**src/rtl/core/kce_pkg.sv**
```systemverilog
// ----------------------------------------------------------------------------
// kce_pkg
// Shared types and constants of the keypad calculator engine.
// ----------------------------------------------------------------------------
`timescale 1ns / 1ps
`default_nettype none

package kce_pkg;

  localparam int unsigned EntryW    = 54;  // holds any 16-digit decimal entry
  localparam int unsigned MaxDigits = 16;
  localparam int unsigned DigitCntW = 5;
  localparam int unsigned FrameW    = 28;  // carry, hidden, 23 frac, G R S
  localparam int unsigned ExpW      = 11;  // signed working exponent

  typedef enum logic [1:0] {
    KEY_DIGIT  = 2'd0,
    KEY_OPER   = 2'd1,
    KEY_EQUALS = 2'd2,
    KEY_CLEAR  = 2'd3
  } key_e;

  typedef enum logic [1:0] {
    OP_ADD = 2'd0,
    OP_SUB = 2'd1,
    OP_MUL = 2'd2,
    OP_DIV = 2'd3
  } oper_e;

  typedef enum logic [1:0] {
    MODE_FIRST  = 2'd0,
    MODE_SECOND = 2'd1,
    MODE_RESULT = 2'd2,
    MODE_ERROR  = 2'd3
  } mode_e;

  typedef enum logic [1:0] {
    CV_SHOW,
    CV_FIRST,
    CV_OPERAND
  } conv_e;

  typedef enum logic [2:0] {
    T_IDLE,
    T_CONV,
    T_CALC,
    T_FIN,
    T_DONE
  } top_state_e;

  typedef enum logic [2:0] {
    F_IDLE,
    F_ALIGN,
    F_PRENORM,
    F_MUL,
    F_DIV,
    F_NORM,
    F_ROUND
  } fpu_state_e;

  typedef struct packed {
    logic  start;
    oper_e op;
  } fpu_req_t;

  typedef struct packed {
    logic        done;
    logic [31:0] bits;
  } fpu_rsp_t;

endpackage

`default_nettype wire

```
**src/rtl/core/keypad_calculator_engine.sv**
```systemverilog
// ----------------------------------------------------------------------------
// keypad_calculator_engine
// Four-function calculator fed one key per word, single-precision results.
// ----------------------------------------------------------------------------
//  channel | direction | handshake                 | word
//  in      | input     | in_valid_i / in_ready_o   | opcode, digit_value, operator_code
//  out     | output    | out_valid_o / out_ready_i | mode, shown_value, first_operand,
//          |           |                           | pending_operator
//
// One key at a time. A key without arithmetic runs the entry-to-single
// shifter (one bit a cycle over 54 bits) once or twice. Arithmetic adds
// the serial unit: 24 multiply, 27 divide or up to 27 align steps, up to
// 23 prenormalize steps for a denormal first operand, and normalize steps
// (about 150 for results deep in the denormals). Reset: first-entry mode, zero entry.
// A stalled output word holds in its register; the next key waits for idle.
`timescale 1ns / 1ps
`default_nettype none

module keypad_calculator_engine #(
  parameter int unsigned MAX_DIGITS = kce_pkg::MaxDigits
) (
  input  wire logic        clk_i,
  input  wire logic        rst_ni,
  input  wire logic        in_valid_i,
  output logic             in_ready_o,
  input  wire logic [1:0]  opcode_i,
  input  wire logic [3:0]  digit_value_i,
  input  wire logic [1:0]  operator_code_i,
  output logic             out_valid_o,
  input  wire logic        out_ready_i,
  output logic [1:0]       mode_o,
  output logic [31:0]      shown_value_o,
  output logic [31:0]      first_operand_o,
  output logic [1:0]       pending_operator_o
);

  localparam int unsigned EW = kce_pkg::EntryW;
  localparam int unsigned DW = kce_pkg::DigitCntW;

  kce_pkg::top_state_e st_q, st_d;
  kce_pkg::mode_e      mode_q, mode_d;
  kce_pkg::oper_e      oper_q, oper_d;
  kce_pkg::oper_e      kop_q, kop_d;
  kce_pkg::key_e       key_q, key_d;
  kce_pkg::conv_e      cv_q, cv_d;
  logic [EW-1:0]       entry_q, entry_d;
  logic [DW-1:0]       digits_q, digits_d;
  logic [31:0]         first_q, first_d;
  logic [31:0]         result_q, result_d;
  logic [31:0]         shown_q, shown_d;

  logic                out_valid_q, out_valid_d;
  kce_pkg::mode_e      out_mode_q, out_mode_d;
  logic [31:0]         out_shown_q, out_shown_d;
  logic [31:0]         out_first_q, out_first_d;
  kce_pkg::oper_e      out_oper_q, out_oper_d;

  logic                conv_start;
  logic                conv_done;
  logic [31:0]         conv_bits;
  kce_pkg::fpu_req_t   fpu_req;
  kce_pkg::fpu_rsp_t   fpu_rsp;

  logic                wipe;
  logic [EW-1:0]       cur_entry;
  logic [DW-1:0]       cur_digits;

  kce_i2f u_i2f (
    .clk_i   (clk_i),
    .rst_ni  (rst_ni),
    .start_i (conv_start),
    .value_i (entry_q),
    .done_o  (conv_done),
    .bits_o  (conv_bits)
  );

  kce_fpu u_fpu (
    .clk_i  (clk_i),
    .rst_ni (rst_ni),
    .req_i  (fpu_req),
    .a_i    (first_q),
    .b_i    (conv_bits),
    .rsp_o  (fpu_rsp)
  );

  always_comb begin
    st_d        = st_q;
    mode_d      = mode_q;
    oper_d      = oper_q;
    kop_d       = kop_q;
    key_d       = key_q;
    cv_d        = cv_q;
    entry_d     = entry_q;
    digits_d    = digits_q;
    first_d     = first_q;
    result_d    = result_q;
    shown_d     = shown_q;
    out_valid_d = out_valid_q & ~out_ready_i;
    out_mode_d  = out_mode_q;
    out_shown_d = out_shown_q;
    out_first_d = out_first_q;
    out_oper_d  = out_oper_q;
    conv_start  = 1'b0;
    fpu_req.start = 1'b0;
    fpu_req.op    = oper_q;
    in_ready_o  = (st_q == kce_pkg::T_IDLE);

    wipe       = (mode_q == kce_pkg::MODE_RESULT) || (mode_q == kce_pkg::MODE_ERROR);
    cur_entry  = wipe ? '0 : entry_q;
    cur_digits = wipe ? DW'(1) : digits_q;

    unique case (st_q)
      kce_pkg::T_IDLE: begin
        if (in_valid_i) begin
          key_d = kce_pkg::key_e'(opcode_i);
          kop_d = kce_pkg::oper_e'(operator_code_i);
          st_d  = kce_pkg::T_FIN;
          unique case (kce_pkg::key_e'(opcode_i))
            kce_pkg::KEY_DIGIT: begin
              if (digit_value_i <= 4'd9) begin
                if (wipe) begin
                  mode_d   = kce_pkg::MODE_FIRST;
                  first_d  = '0;
                  result_d = '0;
                  oper_d   = kce_pkg::OP_ADD;
                end
                if (cur_entry == '0) begin
                  entry_d  = EW'(digit_value_i);
                  digits_d = DW'(1);
                end else if (cur_digits < DW'(MAX_DIGITS)) begin
                  entry_d  = (cur_entry << 3) + (cur_entry << 1) + EW'(digit_value_i);
                  digits_d = cur_digits + 1'b1;
                end else begin
                  entry_d  = cur_entry;
                  digits_d = cur_digits;
                end
              end
            end
            kce_pkg::KEY_OPER: begin
              unique case (mode_q)
                kce_pkg::MODE_FIRST: begin
                  conv_start = 1'b1;
                  cv_d       = kce_pkg::CV_FIRST;
                  st_d       = kce_pkg::T_CONV;
                end
                kce_pkg::MODE_RESULT: begin
                  first_d  = result_q;
                  oper_d   = kce_pkg::oper_e'(operator_code_i);
                  mode_d   = kce_pkg::MODE_SECOND;
                  entry_d  = '0;
                  digits_d = DW'(1);
                end
                kce_pkg::MODE_SECOND: begin
                  conv_start = 1'b1;
                  cv_d       = kce_pkg::CV_OPERAND;
                  st_d       = kce_pkg::T_CONV;
                end
                default: ;
              endcase
            end
            kce_pkg::KEY_EQUALS: begin
              if (mode_q == kce_pkg::MODE_SECOND) begin
                conv_start = 1'b1;
                cv_d       = kce_pkg::CV_OPERAND;
                st_d       = kce_pkg::T_CONV;
              end
            end
            default: begin
              mode_d   = kce_pkg::MODE_FIRST;
              entry_d  = '0;
              digits_d = DW'(1);
              first_d  = '0;
              result_d = '0;
              oper_d   = kce_pkg::OP_ADD;
            end
          endcase
        end
      end
      kce_pkg::T_CONV: begin
        if (conv_done) begin
          unique case (cv_q)
            kce_pkg::CV_FIRST: begin
              first_d  = conv_bits;
              oper_d   = kop_q;
              mode_d   = kce_pkg::MODE_SECOND;
              entry_d  = '0;
              digits_d = DW'(1);
              st_d     = kce_pkg::T_FIN;
            end
            kce_pkg::CV_OPERAND: begin
              // divide by a zero entry: error, entry kept
              if (oper_q == kce_pkg::OP_DIV && entry_q == '0) begin
                mode_d = kce_pkg::MODE_ERROR;
                st_d   = kce_pkg::T_FIN;
              end else begin
                fpu_req.start = 1'b1;
                st_d          = kce_pkg::T_CALC;
              end
            end
            default: begin
              shown_d = conv_bits;
              st_d    = kce_pkg::T_DONE;
            end
          endcase
        end
      end
      kce_pkg::T_CALC: begin
        if (fpu_rsp.done) begin
          result_d = fpu_rsp.bits;
          entry_d  = '0;
          digits_d = DW'(1);
          st_d     = kce_pkg::T_FIN;
          if (fpu_rsp.bits[30:23] == 8'hFF) begin
            mode_d = kce_pkg::MODE_ERROR;
          end else if (key_q == kce_pkg::KEY_OPER) begin
            first_d = fpu_rsp.bits;
            oper_d  = kop_q;
            mode_d  = kce_pkg::MODE_SECOND;
          end else begin
            mode_d = kce_pkg::MODE_RESULT;
          end
        end
      end
      kce_pkg::T_FIN: begin
        if (mode_q == kce_pkg::MODE_FIRST || mode_q == kce_pkg::MODE_SECOND) begin
          conv_start = 1'b1;
          cv_d       = kce_pkg::CV_SHOW;
          st_d       = kce_pkg::T_CONV;
        end else begin
          shown_d = (mode_q == kce_pkg::MODE_RESULT) ? result_q : 32'd0;
          st_d    = kce_pkg::T_DONE;
        end
      end
      kce_pkg::T_DONE: begin
        if (!out_valid_q || out_ready_i) begin
          out_valid_d = 1'b1;
          out_mode_d  = mode_q;
          out_shown_d = shown_q;
          out_first_d = first_q;
          out_oper_d  = oper_q;
          st_d        = kce_pkg::T_IDLE;
        end
      end
      default: st_d = kce_pkg::T_IDLE;
    endcase
  end

  always_ff @(posedge clk_i or negedge rst_ni) begin
    if (!rst_ni) begin
      st_q        <= kce_pkg::T_IDLE;
      mode_q      <= kce_pkg::MODE_FIRST;
      oper_q      <= kce_pkg::OP_ADD;
      entry_q     <= '0;
      digits_q    <= DW'(1);
      first_q     <= '0;
      result_q    <= '0;
      out_valid_q <= 1'b0;
    end else begin
      st_q        <= st_d;
      mode_q      <= mode_d;
      oper_q      <= oper_d;
      entry_q     <= entry_d;
      digits_q    <= digits_d;
      first_q     <= first_d;
      result_q    <= result_d;
      out_valid_q <= out_valid_d;
    end
  end

  always_ff @(posedge clk_i) begin
    kop_q       <= kop_d;
    key_q       <= key_d;
    cv_q        <= cv_d;
    shown_q     <= shown_d;
    out_mode_q  <= out_mode_d;
    out_shown_q <= out_shown_d;
    out_first_q <= out_first_d;
    out_oper_q  <= out_oper_d;
  end

  assign out_valid_o        = out_valid_q;
  assign mode_o             = out_mode_q;
  assign shown_value_o      = out_shown_q;
  assign first_operand_o    = out_first_q;
  assign pending_operator_o = out_oper_q;

endmodule

`default_nettype wire

```
**src/rtl/core/kce_i2f.sv**
```systemverilog
// ----------------------------------------------------------------------------
// kce_i2f
// Unsigned integer entry to single precision, one shift per cycle,
// round to nearest even.
// ----------------------------------------------------------------------------
`timescale 1ns / 1ps
`default_nettype none

module kce_i2f (
  input  wire logic                        clk_i,
  input  wire logic                        rst_ni,
  input  wire logic                        start_i,
  input  wire logic [kce_pkg::EntryW-1:0]  value_i,
  output logic                             done_o,
  output logic [31:0]                      bits_o
);

  localparam int unsigned EW = kce_pkg::EntryW;
  localparam int unsigned PW = $clog2(EW);

  logic          busy_q, busy_d;
  logic          done_q, done_d;
  logic [EW-1:0] sh_q, sh_d;
  logic [PW-1:0] p_q, p_d;
  logic [31:0]   bits_q, bits_d;
  logic          rnd;
  logic [7:0]    expf;
  logic [30:0]   packed_v;

  always_comb begin
    busy_d = busy_q;
    done_d = 1'b0;
    sh_d   = sh_q;
    p_d    = p_q;
    bits_d = bits_q;
    // hidden bit sits at the top of the shifter
    rnd      = sh_q[EW-25] & ((|sh_q[EW-26:0]) | sh_q[EW-24]);
    expf     = 8'd127 + 8'(p_q);
    packed_v = {expf, sh_q[EW-2:EW-24]} + 31'(rnd);
    if (start_i) begin
      busy_d = 1'b1;
      sh_d   = value_i;
      p_d    = PW'(EW - 1);
    end else if (busy_q) begin
      if (sh_q == '0) begin
        busy_d = 1'b0;
        done_d = 1'b1;
        bits_d = '0;
      end else if (sh_q[EW-1]) begin
        busy_d = 1'b0;
        done_d = 1'b1;
        bits_d = {1'b0, packed_v};
      end else begin
        sh_d = {sh_q[EW-2:0], 1'b0};
        p_d  = p_q - 1'b1;
      end
    end
  end

  always_ff @(posedge clk_i or negedge rst_ni) begin
    if (!rst_ni) begin
      busy_q <= 1'b0;
      done_q <= 1'b0;
    end else begin
      busy_q <= busy_d;
      done_q <= done_d;
    end
  end

  always_ff @(posedge clk_i) begin
    sh_q   <= sh_d;
    p_q    <= p_d;
    bits_q <= bits_d;
  end

  assign done_o = done_q;
  assign bits_o = bits_q;

endmodule

`default_nettype wire

```
**src/rtl/core/kce_fpu.sv**
```systemverilog
// ----------------------------------------------------------------------------
// kce_fpu
// Serial single-precision add, subtract, multiply and divide with
// denormals and round to nearest even.
// ----------------------------------------------------------------------------
`timescale 1ns / 1ps
`default_nettype none

module kce_fpu (
  input  wire logic              clk_i,
  input  wire logic              rst_ni,
  input  wire kce_pkg::fpu_req_t req_i,
  input  wire logic [31:0]       a_i,
  input  wire logic [31:0]       b_i,
  output kce_pkg::fpu_rsp_t      rsp_o
);

  localparam int unsigned FW = kce_pkg::FrameW;
  localparam int unsigned XW = kce_pkg::ExpW;

  kce_pkg::fpu_state_e st_q, st_d;
  kce_pkg::oper_e      op_q, op_d;
  logic                done_q, done_d;
  logic [31:0]         res_q, res_d;
  logic                sgn_q, sgn_d;
  logic                zs_q, zs_d;
  logic                zr_q, zr_d;
  logic                sub_q, sub_d;
  logic signed [XW-1:0] er_q, er_d, ea_q, ea_d, eb_q, eb_d;
  logic [23:0]         ma_q, ma_d, mb_q, mb_d;
  logic [FW-1:0]       frame_q, frame_d, aux_q, aux_d;
  logic [47:0]         prod_q, prod_d;
  logic [24:0]         rem_q, rem_d;
  logic [4:0]          cnt_q, cnt_d;

  logic [7:0]    a_exp, b_exp, a_ee, b_ee, diff;
  logic [23:0]   a_man, b_man;
  logic          a_big, b_neg, rnd, ge;
  logic [FW-1:0] sum;
  logic [24:0]   upper, remsub;
  logic [7:0]    expf;
  logic [30:0]   packed_v;

  always_comb begin
    st_d    = st_q;
    op_d    = op_q;
    done_d  = 1'b0;
    res_d   = res_q;
    sgn_d   = sgn_q;
    zs_d    = zs_q;
    zr_d    = zr_q;
    sub_d   = sub_q;
    er_d    = er_q;
    ea_d    = ea_q;
    eb_d    = eb_q;
    ma_d    = ma_q;
    mb_d    = mb_q;
    frame_d = frame_q;
    aux_d   = aux_q;
    prod_d  = prod_q;
    rem_d   = rem_q;
    cnt_d   = cnt_q;

    a_exp = a_i[30:23];
    b_exp = b_i[30:23];
    a_man = {|a_exp, a_i[22:0]};
    b_man = {|b_exp, b_i[22:0]};
    a_ee  = (a_exp == 8'd0) ? 8'd1 : a_exp;
    b_ee  = (b_exp == 8'd0) ? 8'd1 : b_exp;
    a_big = a_i[30:0] >= b_i[30:0];
    b_neg = b_i[31] ^ (req_i.op == kce_pkg::OP_SUB);
    diff  = a_big ? (a_ee - b_ee) : (b_ee - a_ee);
    sum   = sub_q ? (frame_q - aux_q) : (frame_q + aux_q);
    upper = {1'b0, prod_q[47:24]} + (mb_q[0] ? {1'b0, ma_q} : 25'd0);
    ge    = rem_q >= {1'b0, mb_q};
    remsub = ge ? (rem_q - {1'b0, mb_q}) : rem_q;
    rnd   = frame_q[2] & (frame_q[1] | frame_q[0] | frame_q[3]);
    expf  = frame_q[26] ? er_q[7:0] : 8'd0;
    packed_v = {expf, frame_q[25:3]} + 31'(rnd);

    unique case (st_q)
      kce_pkg::F_IDLE: begin
        if (req_i.start) begin
          op_d = req_i.op;
          zr_d = 1'b0;
          if (req_i.op == kce_pkg::OP_ADD || req_i.op == kce_pkg::OP_SUB) begin
            sub_d = a_i[31] ^ b_neg;
            zs_d  = a_i[31] & b_neg;
            if (a_big) begin
              sgn_d   = a_i[31];
              frame_d = {1'b0, a_man, 3'b000};
              aux_d   = {1'b0, b_man, 3'b000};
              er_d    = XW'(a_ee);
            end else begin
              sgn_d   = b_neg;
              frame_d = {1'b0, b_man, 3'b000};
              aux_d   = {1'b0, a_man, 3'b000};
              er_d    = XW'(b_ee);
            end
            // beyond 27 places the smaller operand is pure sticky
            cnt_d = (diff > 8'd27) ? 5'd27 : diff[4:0];
            st_d  = kce_pkg::F_ALIGN;
          end else begin
            sgn_d = a_i[31] ^ b_i[31];
            ea_d  = XW'(a_ee);
            eb_d  = XW'(b_ee);
            ma_d  = a_man;
            mb_d  = b_man;
            if (a_man == 24'd0 || (req_i.op == kce_pkg::OP_MUL && b_man == 24'd0)) begin
              zr_d = 1'b1;
              st_d = kce_pkg::F_ROUND;
            end else begin
              st_d = kce_pkg::F_PRENORM;
            end
          end
        end
      end
      kce_pkg::F_ALIGN: begin
        if (cnt_q != 5'd0) begin
          aux_d = {1'b0, aux_q[FW-1:2], aux_q[1] | aux_q[0]};
          cnt_d = cnt_q - 1'b1;
        end else begin
          frame_d = sum;
          if (sum == '0) begin
            zr_d  = 1'b1;
            sgn_d = zs_q;
          end
          st_d = kce_pkg::F_NORM;
        end
      end
      kce_pkg::F_PRENORM: begin
        if (ma_q[23]) begin
          if (op_q == kce_pkg::OP_MUL) begin
            er_d   = ea_q + eb_q - XW'(127);
            prod_d = '0;
            cnt_d  = 5'd24;
            st_d   = kce_pkg::F_MUL;
          end else begin
            er_d    = ea_q - eb_q + XW'(127);
            rem_d   = {1'b0, ma_q};
            frame_d = '0;
            cnt_d   = 5'd27;
            st_d    = kce_pkg::F_DIV;
          end
        end else begin
          ma_d = {ma_q[22:0], 1'b0};
          ea_d = ea_q - XW'(1);
        end
      end
      kce_pkg::F_MUL: begin
        if (cnt_q != 5'd0) begin
          prod_d = {upper, prod_q[23:1]};
          mb_d   = {1'b0, mb_q[23:1]};
          cnt_d  = cnt_q - 1'b1;
        end else begin
          frame_d = {prod_q[47:21], |prod_q[20:0]};
          st_d    = kce_pkg::F_NORM;
        end
      end
      kce_pkg::F_DIV: begin
        if (cnt_q != 5'd0) begin
          rem_d   = {remsub[23:0], 1'b0};
          frame_d = {frame_q[FW-2:0], ge};
          cnt_d   = cnt_q - 1'b1;
        end else begin
          frame_d = {frame_q[FW-1:1], frame_q[0] | (rem_q != 25'd0)};
          st_d    = kce_pkg::F_NORM;
        end
      end
      kce_pkg::F_NORM: begin
        if (zr_q) begin
          st_d = kce_pkg::F_ROUND;
        end else if (frame_q[27]) begin
          frame_d = {1'b0, frame_q[FW-1:2], frame_q[1] | frame_q[0]};
          er_d    = er_q + XW'(1);
        end else if (!frame_q[26] && er_q > XW'(1)) begin
          frame_d = {frame_q[FW-2:0], 1'b0};
          er_d    = er_q - XW'(1);
        end else if (er_q < XW'(1)) begin
          // underflow: denormalize toward the minimum exponent
          frame_d = {1'b0, frame_q[FW-1:2], frame_q[1] | frame_q[0]};
          er_d    = er_q + XW'(1);
        end else begin
          st_d = kce_pkg::F_ROUND;
        end
      end
      kce_pkg::F_ROUND: begin
        if (zr_q) begin
          res_d = {sgn_q, 31'd0};
        end else if (er_q >= XW'(255) || packed_v[30:23] == 8'hFF) begin
          res_d = {sgn_q, 8'hFF, 23'd0};
        end else begin
          res_d = {sgn_q, packed_v};
        end
        done_d = 1'b1;
        st_d   = kce_pkg::F_IDLE;
      end
      default: st_d = kce_pkg::F_IDLE;
    endcase
  end

  always_ff @(posedge clk_i or negedge rst_ni) begin
    if (!rst_ni) begin
      st_q   <= kce_pkg::F_IDLE;
      done_q <= 1'b0;
    end else begin
      st_q   <= st_d;
      done_q <= done_d;
    end
  end

  always_ff @(posedge clk_i) begin
    op_q    <= op_d;
    res_q   <= res_d;
    sgn_q   <= sgn_d;
    zs_q    <= zs_d;
    zr_q    <= zr_d;
    sub_q   <= sub_d;
    er_q    <= er_d;
    ea_q    <= ea_d;
    eb_q    <= eb_d;
    ma_q    <= ma_d;
    mb_q    <= mb_d;
    frame_q <= frame_d;
    aux_q   <= aux_d;
    prod_q  <= prod_d;
    rem_q   <= rem_d;
    cnt_q   <= cnt_d;
  end

  assign rsp_o.done = done_q;
  assign rsp_o.bits = res_q;

endmodule

`default_nettype wire
```
**config.mk**
```make
export PLATFORM = sky130hd
export DESIGN_NAME = keypad_calculator_engine
export DESIGN_NICKNAME = d
export VERILOG_FILES = /design/src/rtl/core/kce_pkg.sv /design/src/rtl/core/keypad_calculator_engine.sv /design/src/rtl/core/kce_i2f.sv /design/src/rtl/core/kce_fpu.sv
export SDC_FILE = /design/constraint.sdc
export NUM_CORES = 2
export LEC_CHECK = 0
export BUFFER_PORTS_ARGS = -buffer_cell sky130_fd_sc_hd__buf_2
export CAP_MARGIN = 0
export CORE_ASPECT_RATIO = 1.25
export CORE_UTILIZATION = 25
export DETAILED_ROUTE_END_ITERATION = 8
export GPL_TIMING_DRIVEN = 1
export PLACE_DENSITY = 0.39
export SYNTH_ARGS = -nofsm -noshare
export SYNTH_HDL_FRONTEND = slang
export SYNTH_SLANG_ARGS = --single-unit
```
**constraint.sdc**
```tcl
create_clock -name clk_i -period 7.49 [get_ports clk_i]
set_input_delay 1.1235 -clock clk_i [delete_from_list [all_inputs] [get_ports clk_i]]
set_output_delay 1.1235 -clock clk_i [all_outputs]
set_load 0.02 [all_outputs]
```
# Word-level counts from Yosys, hierarchy flattened
# Index checks and enable logic that the tools add are counted.
# totals
register_bits	584
in_bits	12
output_inout_bits	70
# op_classes
n_addsub	21
magnitude_cmp	8
n_eq_ne	66
muxes	192
bitwise	15
n_reduce_logical	78
# op_table
operator	n
54-bit 2-to-1 mux	13
32-bit 2-to-1 mux	15
28-bit 2-to-1 mux	14
54-bit one-hot mux with 3 select lines	2
24-bit 2-to-1 mux	8
32-bit one-hot mux with 2 select lines	3
32-bit one-hot mux with 3 select lines	2
28-bit one-hot mux with 6 select lines	1
54-bit zero test	3
48-bit 2-to-1 mux	3
11-bit 2-to-1 mux	11
24-bit one-hot mux with 2 select lines	2
48-bit one-hot mux with 2 select lines	1
27-bit 2-to-1 mux	3
25-bit 2-to-1 mux	3
5-bit 2-to-1 mux	14
31-bit by 1-bit adder with 31-bit output	2
31-bit 2-to-1 mux	2
28-bit one-hot mux with 2 select lines	1
54-bit by 4-bit adder with 54-bit output	1
54-bit adder	1
25-bit one-hot mux with 2 select lines	1
24-bit zero test	2
3-bit 2-to-1 mux	15
other kinds (78)	257

# Depth between registers and ports, before layout
# depth
word_depth	11
depth_mapped	20
mapped_depth_nobuf	19

# By module
# Synthesis repeated with hierarchy kept, for this count alone.
# unflattened
hier_cells	4064
hier_area_um2	38436.9
# by_module_without_submodules
module	n_inst	cells_per_inst	area_per_inst_um2	seq_area_each_um2
kce_fpu	1	2240	20245.7	7577.3
keypad_calculator_engine	1	1383	13446.6	6462.4
kce_i2f	1	441	4744.6	2722.6

# Worst setup path after synthesis
# No wires, ideal clock.
# synth_timing
path_kind	register to register
from	register u_fpu.er_q[5] (netlist name)
to	register u_fpu.prod_q[0], enable pin
setup_ps	528
t_arrival_ps	5555
required_time_ps	6962
path_slack_ps	1407
path_stages_with_launch	9
synth_period_minus_slack_ps	6083
path_cell_list	edfxtp_1 or4_4 nor4b_2 o21ai_1 nand2_2 and3_1 or3_1 nand2_1 o32ai_1
# synth_lines
element	line	source
to (signal assigned)	kce_fpu.sv:226	prod_q <= prod_d;
to (decl)	kce_fpu.sv:32	logic [47:0] prod_q, prod_d;

# Final worst setup path
# layout_timing
from	register u_fpu.aux_q[0]
to	register u_fpu.zr_q, enable pin
# layout_between
elab_chain_len	5
# layout_rtl
element	line	source
from (decl)	kce_fpu.sv:31	logic [FW-1:0] frame_q, frame_d, aux_q, aux_d;
from (signal assigned)	kce_fpu.sv:225	aux_q <= aux_d;
28-bit adder or 28-bit subtractor (tied branches)	kce_fpu.sv:73	sum = sub_q ? (frame_q - aux_q) : (frame_q + aux_q);
28-bit 2-to-1 mux (*)	kce_fpu.sv:73	
28-bit zero test (*)	kce_fpu.sv:124	if (sum == '0) begin
2-bit by 1-bit != test with 1-bit output (no line) (*)	n/a	
4-bit AND reduction (no line) (*)	n/a	
to (signal assigned)	kce_fpu.sv:217	zr_q <= zr_d;
to (decl)	kce_fpu.sv:27	logic zr_q, zr_d;
# Mark *: on every way between the ends. The rest lies on a longest branch, timed or not.
# A chain may end at the register's enable or synchronous reset.

==> qor.log <==
qor: worst_setup_path.ordered_cell_list_for_the_critical_path inv_1 > ha_1 > nand2_1 > nor3_1 > nand2_1 > nor3_1 > nor2_1 > xnor2_1 > ha_1 > a21oi_1 > o21ai_1 > a21o_1 > a21o_1 > a311o_1 > xnor2_1 > or3_1 > nor4_1 > nand4b_1 > o21ai_1
qor: yosys.most_common_library_cells_after_synthesis sky130_fd_sc_hd__nand2_1, sky130_fd_sc_hd__edfxtp_1, sky130_fd_sc_hd__nor2_1
qor: pwr.seq_power_share 37.1%
qor: worst_setup_path.worst_setup_endpoint u_fpu.zr_q$_SDFFCE_PP1P_
qor: clock_network.cts_htree_levels 3
qor: yosys.synth_seq_cells 583
qor: global_route.globalRouteTotalUtil 17.5%
qor: clock_network.post_cts.resized_instances 0
qor: timing.final.setup_skew 0.0251 ns
qor: layout.layout.core_utilization 28.6%
qor: worst_setup_path.timing.rr.end u_fpu.zr_q$_SDFFCE_PP1P_
qor: global_route.first_global_vias 30,700
qor: worst_setup_path.reg2reg_slack 2.02 ns
qor: global_route.grt_pass1_wl 202,000 µm
qor: clock_network.maximum_buffer_depth_of_the_clock_tree 3
qor: worst_setup_path.endpoint_kind flop
qor: worst_setup_path.worstSetupStartpoint u_fpu.aux_q[0]$_SDFFCE_PN0P_
qor: layout.design.final.nets 4,249
qor: worst_setup_path.ff2ff_path_depth 19
qor: placed_design.place.port_buffers 81
qor: pwr.cell_internal_pwr 8.80 mW
qor: pwr.netSwitchingFraction 43.6%
qor: drt.avgRoutedWirePerCell 22.3 µm
qor: timing.fmaxAchievable 183 MHz
qor: run_status.outcome complete, no violations
qor: yosys.synth_area 37,500 µm²
qor: drt.drt-vias-per-instance 4.98
qor: yosys.syn_avg_cell_area 9.53 µm²
qor: hold_path.min_path_type in -> async
qor: timing.setup_viol 0
qor: timing.fin_ws 2.02 ns
qor: yosys.total_of_warnings_raised_by_yosys 0
qor: yosys.netlist-cell-type-count 93
qor: die.core_area 149,000 µm²
qor: layout.drive_above_1_share 7.90%
qor: die.chip_height 435 µm
qor: drt.final_antenna_net_count 0
qor: die.rows 158
qor: clock_network.tritoncts_clock_tree done
qor: pwr.pwr_density_cell 367 nW/µm²
qor: yosys.async_reset_ff_share 23.5%
qor: placed_design.post_dp_hpwl 98,900 µm
qor: timing.min_period_over_period 73.0%
qor: clock_network.clock_insertion_delay_worst_skew 0.68 ns
qor: yosys.synth_enable_flop_cells 440
qor: placed_design.numPlacedInstances 5,882
qor: worst_setup_path.crit_type reg -> reg
qor: yosys.synth_top_area_cell sky130_fd_sc_hd__edfxtp_1
qor: layout.insertedDiodeCount 0
qor: yosys.ys_seq_area_share 44.6%
qor: yosys.synthesis.nets 4,234
qor: layout.signed_area_change_from_the_synthesized_netlist_to_the_final_layout 13.4%
qor: worst_setup_path.cpPeakStageDelay 0.77 ns
qor: clock_network.cts.sink_count 583
qor: worst_setup_path.timing.critical_path.from_type flop
qor: global_route.number_of_antenna_violations_at_the_first_check_in_global_routing 4
qor: die.design.die.area 152,000 µm²
qor: global_route.grt_remaining_overflow 0
qor: worst_setup_path.r2r-start u_fpu.aux_q[0]$_SDFFCE_PN0P_
qor: worst_setup_path.cpMaxStageDelayCell sky130_fd_sc_hd__nor3_1
qor: global_route.grt_start_max_net_pins 97
qor: timing.finalWorstPathRequiredPeriod 5.47 ns
qor: worst_setup_path.timing.critical_path.fanout_max 6
qor: pwr.leak 16.8 nW
qor: die.floorplan.die.width 349 µm
qor: timing.fin_setup_tns 0 ns
qor: pwr.combPwrFrac 40.8%
qor: placed_design.post-place-ws 2.01 ns
qor: clock_network.cts.root.buffer_cell sky130_fd_sc_hd__clkbuf_16
qor: drt.detail_route.iter0.violations 2,149
qor: worst_setup_path.cp_data_arrival_time 5.82 ns
qor: pwr.total_power 15.6 mW
qor: timing.setup_repair_after_global_routing_missed_its_margin no
qor: pwr.switchingPower 6.82 mW
qor: timing.report.final.slew_viol_count 0
qor: drt.vias 29,900
qor: clock_network.cts.hold.buffers_added 0
qor: yosys.post-synth-top-area-fraction 35.2%
qor: die.initial_utilization 25.3%
qor: layout.instances_no_fill 6,013
qor: drt.drc 0
qor: clock_network.postCtsSetupBuffers 0
qor: placed_design.gp_weighted_congestion 0.897
qor: timing.timing_worst_slew_pin_value 1.18 ns
qor: flow_run.max_cap_violations 0
qor: timing.hold_viol 0
qor: drt.routed_wirelength 134,000 µm
qor: clock_network.cts_buffers 72
qor: timing.max_slew_margin 20.3%
qor: pwr.clockPowerShare 22.2%
qor: pwr.power.ir.vdd_worst 0.000279 V
qor: clock_network.cts.reportedPaths.clkPinSlew 0.06 ns
qor: worst_setup_path.worstPathRequired 7.85 ns
qor: yosys.ys_dominant_reg_cell sky130_fd_sc_hd__edfxtp_1
qor: die.floorplan.io_pins 82
qor: yosys.postSynthCellCount 3,941
qor: drt.drtPass1Iterations 6
qor: yosys.most_frequent_cell_after_synthesis sky130_fd_sc_hd__nand2_1
qor: yosys.synth.top_cells.by_area sky130_fd_sc_hd__edfxtp_1, sky130_fd_sc_hd__ha_1, sky130_fd_sc_hd__dfrtp_1
[power groups by stage]
| stage | sequential [mW] | clock (mW) | combinational [mW] |
|---|---|---|---|
| 2_1_floorplan | 5.20 | 0 | 4.55 |
| 3_3_place_gp | 5.86 | 0 | 6.40 |
| 3_5_place_dp | 5.85 | 0 | 6.40 |
| 4_1_cts | 5.79 | 3.59 | 6.43 |
| 5_1_grt | 5.88 | 3.68 | 7.06 |
| 6_report | 5.79 | 3.47 | 6.37 |
[how the worst min path moves through the flow]
stage	startpoint	to	slack, ns	depth (start not counted)
5_1_grt	rst_ni	entry_q[39]$_DFFE_PN0P_	0.40	1
3_5_place_dp	shown_q[1]$_DFFE_PP_	shown_value_o[1]$_DFFE_PP_	0.41	0
3_3_place_gp	shown_q[4]$_DFFE_PP_	shown_value_o[4]$_DFFE_PP_	0.40	0
6_report	rst_ni	entry_q[39]$_DFFE_PN0P_	0.37	1
2_1_floorplan	shown_q[0]$_DFFE_PP_	shown_value_o[0]$_DFFE_PP_	0.40	0
4_1_cts	rst_ni	entry_q[43]$_DFFE_PN0P_	0.37	1
[state kept, by name, indices dropped and copies added (netlist names), 24 cells and up]
name             flops
entry_q             54
u_i2f.sh_q          54
u_fpu.prod_q        48
first_operand_o     32
first_q             32
result_q            32
shown_q             32
shown_value_o       32
u_fpu.res_q         32
u_i2f.bits_o        31
u_fpu.frame_q       28
u_fpu.aux_q         27
u_fpu.rem_q         25
u_fpu.ma_q          24
u_fpu.mb_q          24
[cells by family after synthesis]
| kind of cell | count (synthesis) | share of synthesized area (%) |
|---|---|---|
| and+or+nand+nor | 1404 | 18.0 |
| AOI/OAI and AO/OA | 1042 | 17.9 |
| xor gates and xnor gates | 229 | 5.34 |
| DFF | 583 | 44.6 |
| buffers and inverters | 373 | 3.81 |
| adders and majority gates | 281 | 9.52 |
| muxes | 29 | 0.800 |
[area by class of cell]
class,count,area [µm²]
Fill cell,15900,106000
Clock buffer,98,2020
Tap cell,2000,2500
Inverter,172,646
Sequential cell,583,16800
Multi-Input combinational cell,2985,19500
Clock inverter,33,245
Timing Repair Buffer,142,870
[per-stage QoR]
| stage | hold slack [ns] | area [µm²] |
|---|---|---|
| 2_1_floorplan | 0.400 | 37500 |
| 3_3_place_gp | 0.404 | 40300 |
| 3_5_place_dp | 0.405 | 40300 |
| 4_1_cts | 0.366 | 42600 |
| 5_1_grt | 0.397 | 42600 |
| 6_report | 0.374 | 42600 |
[cell usage in the layout, fill, tap and decap left out, drive strengths merged, types with 69 or more instances in the layout]
cell / n
a21o: 117
a21oi: 261
buf: 142
clkbuf: 98
dfrtp: 136
edfxtp: 440
ha: 273
inv: 174
nand2: 493
nand2b: 93
nand3: 69
nor2: 304
nor2b: 85
nor3: 76
o21ai: 314
xnor2: 141
xor2: 88
[critical path, delay by kind of cell (launching register included)]
kind            cells  cell delay (ns)
xor+xnor            2             0.30
buf+inv             1             0.10
flops               1             0.42
fa+ha+maj           2             0.47
simple gates        8             2.55
compound gates      6             1.32
[metal layers]
layer / vias up / GRT usage (%) / share of wire, % / wire [µm]
li1: 14500 / - / - / -
met1: 14700 / 21.4 / 43 / 57200
met2: 577 / 31.4 / 51 / 68300
met3: 155 / 2.15 / 3.4 / 4530
met4: 0 / 6.12 / 3.2 / 4250
met5: - / 0 / 0 / 0
No activity file was read; power rests on OpenSTA's default activity.
